**src/rtl/core/mtfl_pkg.sv**
```systemverilog
// Shared types and constants for the move-to-front key list.
// No dependencies.
`timescale 1ns / 1ps
`default_nettype none

package mtfl_pkg;

	localparam int KEY_W    = 32;
	localparam int POS_W    = 9;
	localparam int STATUS_W = 2;

	localparam logic [STATUS_W-1:0] ST_DONE    = 2'd0;
	localparam logic [STATUS_W-1:0] ST_MISSING = 2'd1;
	localparam logic [STATUS_W-1:0] ST_FULL    = 2'd2;

	localparam logic [POS_W-1:0] POS_NONE = '1;

	typedef struct packed {
		logic write_key;
		logic take_left;
	} cell_ctl_t;

	typedef enum logic [1:0] {
		ST_IDLE = 2'b01,
		ST_SRCH = 2'b10
	} ctl_state_t;

endpackage

`default_nettype wire

```
**src/rtl/core/mtfl_cell.sv**
```systemverilog
// One list cell: holds a key, compares it with the search key, loads
// a new key or its left neighbor's key. Depends on mtfl_pkg.
`timescale 1ns / 1ps
`default_nettype none

module mtfl_cell (
	input  wire logic                      clk,
	input  wire mtfl_pkg::cell_ctl_t       ctl,
	input  wire logic [mtfl_pkg::KEY_W-1:0] wr_key,
	input  wire logic [mtfl_pkg::KEY_W-1:0] left_key,
	input  wire logic [mtfl_pkg::KEY_W-1:0] cmp_key,
	input  wire logic                      occupied,
	output logic      [mtfl_pkg::KEY_W-1:0] key_out,
	output logic                           match
);
	import mtfl_pkg::*;

	logic [KEY_W-1:0] key_q;

	always_ff @(posedge clk) begin
		if (ctl.write_key) begin
			key_q <= wr_key;
		end else if (ctl.take_left) begin
			key_q <= left_key;
		end
	end

	assign key_out = key_q;
	assign match   = occupied && (key_q == cmp_key);

endmodule

`default_nettype wire

```
**config.mk**
```make
export PLATFORM = sky130hd
export DESIGN_NAME = mtfl_cell
export DESIGN_NICKNAME = d
export VERILOG_FILES = /design/src/rtl/core/mtfl_pkg.sv /design/src/rtl/core/mtfl_cell.sv
export SDC_FILE = /design/constraint.sdc
export NUM_CORES = 1
export LEC_CHECK = 0
export ABC_AREA = 1
export BUFFER_PORTS_ARGS = -buffer_cell sky130_fd_sc_hd__clkbuf_2
export CAP_MARGIN = 5
export CORE_AREA = 2 2 75 77
export CTS_CLUSTER_DIAMETER = 100
export DETAILED_ROUTE_END_ITERATION = 10
export DIE_AREA = 0 0 77 79
export PLACE_DENSITY = 0.78
export SLEW_MARGIN = 20
export SYNTH_ARGS = -nofsm -noshare
export SYNTH_HDL_FRONTEND = slang
export SYNTH_SLANG_ARGS = --single-unit
export TNS_END_PERCENT = 10
```
**constraint.sdc**
```tcl
create_clock -name clk -period 1.4 [get_ports clk]
set_clock_uncertainty 0.2 [all_clocks]
set_input_delay 0.28 -clock clk [delete_from_list [all_inputs] [get_ports clk]]
set_output_delay 0.28 -clock clk [all_outputs]
set_load 0.02 [all_outputs]
```
==> impl_metrics.csv <==
group,metric,value,unit
logic_synthesis,yosysUniqueCellTypes,16,
global_routing,grt_antenna_before_repair,0,
floorplan,initial_utilization,36.7,%
worst_setup_path,worstSetupStartpointType,"flop",
clock_network,cts_root_buffer,"clkbuf_8",
logic_synthesis,synth_area_leaders,"edfxtp_1, nand2_1, inv_1",
logic_synthesis,syn-num-nets,377,
sta,worst_pin_slew,521,ps
clock_network,cts_hold_buf,0,
finish,stdcell_count,509,
sta,period_share,141,%
logic_synthesis,async_flop_share,0,%
sta,drv_slew,0,
power,peakVddDrop,479,uV
sta,period_needed,1970,ps
sta,fmax,508,MHz
worst_setup_path,cp-startpoint,"key_out[31]",
clock_network,cts_buffers,5,
finish,multiInputGateArea,841,um2
clock_network,h-tree-depth,2,
global_routing,gr-total-overflow,0,
worst_setup_path,worst_ep_arrival_time,1490,ps
logic_synthesis,synth_edf_count,32,
worst_setup_path,path_max_fanout,3,
floorplan,io_pins,133,
global_routing,grt_max_degree,33,
global_routing,grt_use_total,17.9,%
sta,setup_ws,-570,ps
logic_synthesis,yosysMostFrequentCell,"nand2_1",
logic_synthesis,synth.largest_area_cell,"edfxtp_1",
logic_synthesis,synth.yosys.seq_area_share,49.1,%
logic_synthesis,synth_flop_cell,"edfxtp_1",
finish,area_delta_synth_final,57.5,%
run,maxCapViolCount,0,
finish,utilization,57.8,%
power,p_per_area,907,nW/um2
global_routing,grt_pass1_vias,2061,
sta,rsz0062_at_grt,"true",
floorplan,die_w,77,um
detailed_routing,wire_per_inst,10.5,um
sta,setup_tns,-2040,ps
logic_synthesis,synth_seq_cells,32,
detailed_routing,drtAntennaViolNets,0,
detailed_routing,drt_iter0_drc,56,
placed_design,port_buffers,132,
finish,largest_register_ffs,32,
finish,nFillCells,533,
logic_synthesis,synth.top_cell.area_share,49.1,%
logic_synthesis,syn_area,1960,um2
detailed_routing,wl,5.35,mm
detailed_routing,viasPerCell,4.27,
detailed_routing,drt_first_pass_iters,4,
placed_design,placed_area,2840,um2
finish,ff_latch_area,961,um2
sta,hold_viol,0,
placed_design,place_hpwl,4.27,mm
sta,whs,58.5,ps
sta,setup_violations,21,
finish,antenna_cells,0,
worst_hold_path,min_from,"left_key[23]",
worst_setup_path,crit_required,920,ps
detailed_routing,dr_total_vias,2174,
clock_network,clk_pin_slew,70,ps
placed_design,post-place-ws,-372,ps
floorplan,die-area,6080,um2
sta,max-slew-margin-rel,65.2,%
logic_synthesis,ys_warn_count,0,
floorplan,die_h,79,um
finish,drive_gt1_share,41.0,%
logic_synthesis,avgSynthCellArea,7.07,um2
logic_synthesis,yosys-top-cells-count,"nand2_1, inv_1, edfxtp_1, nor2_1, buf_2",
clock_network,cts_buffer_depth,2,
status,outcome,"finished, violations left",
finish,final_area,3080,um2
global_routing,grt_pass1_wl,8.63,mm
clock_network,cts_tree,"yes",
floorplan,core,5340,um2
worst_setup_path,endpoint_kind,"primary output",
finish,nets,536,
clock_network,clock-sinks,32,
status,violations,"setup timing",
logic_synthesis,synth_cells,277,
placed_design,gp_congestion,0.831,
detailed_routing,drc,0,
floorplan,rows,27,
placed_design,placed_cells,495,
worst_setup_path,crit_type,"reg2out",
power,p_leak,1.81,nW
power,finalPower,2.80,mW
worst_hold_path,hold_class,"in2reg",
-- cell type report --
type / count / area share [%]
Tap cell: 72 / 2.92
Clock buffer: 5 / 2.23
Sequential cell: 32 / 31.2
Timing Repair Buffer: 159 / 31.0
Multi-Input combinational cell: 197 / 27.3
Inverter: 41 / 4.99
Clock inverter: 3 / 0.446
-- worst max-delay path: stages (launching register included) --
cell and delay [ps]:
edfxtp_1 420, nand2_1 80, o21ai_1 50, or2_0 190
nor2_1 130, nand3_2 110, nor2_4 110, buf_8 120
-- where the power goes --
group / total (mW) / switching (mW) / internal (mW)
sequential: 1.26 / 0.0754 / 1.18
combinational: 0.873 / 0.447 / 0.427
clock: 0.664 / 0.328 / 0.337
-- final timing paths --
check                endpoint  cells past startpoint
setup / recovery        match                      7
hold / removal    key_out[23]                      3
-- placed cells by master, fill, tap and decap left out --
cell type	instances
nand2_1	157
xor2_1	3
nor3_2	1
nor2_2	4
nand3_1	1
o211ai_1	1
buf_4	21
inv_1	38
nand3_2	2
clkbuf_8	5
clkbuf_2	121
edfxtp_1	32
clkinv_2	2
nor2_1	11
nand2_2	1
xnor2_1	4
inv_2	3
o21ai_1	6
buf_8	2
clkinv_1	1
or2_0	2
buf_2	1
o21ai_0	1
nor2_4	1
or2_4	1
buf_6	14
o21a_1	1
-- per-layer routing --
| layer | track usage, % | routed length, um | vias up |
|---|---|---|---|
| li1 | - | - | 1148 |
| met1 | 18.8 | 2020 | 951 |
| met2 | 35.8 | 2960 | 66 |
| met3 | 3.18 | 270 | 9 |
| met4 | 5.71 | 89 | 0 |
| met5 | 0 | 0 | - |
-- cells by family (layout without fill, tap and decap cells) --
group	Yosys count	in the layout	share of synthesized area, %
and+or+nand+nor	181	181	35.6
DFF	32	32	49.1
buffers and inverters	48	208	9.65
xor gates and xnor gates	7	7	3.13
AOI/OAI and AO/OA	9	9	2.56
-- repair_timing --
action	CTS	global route
resized for setup	14	25
gates cloned	0	0
pin swaps	6	4
endpoints found under the setup margin	20	23
setup buffers	3	5
Power figures use the tool's default switching activity.
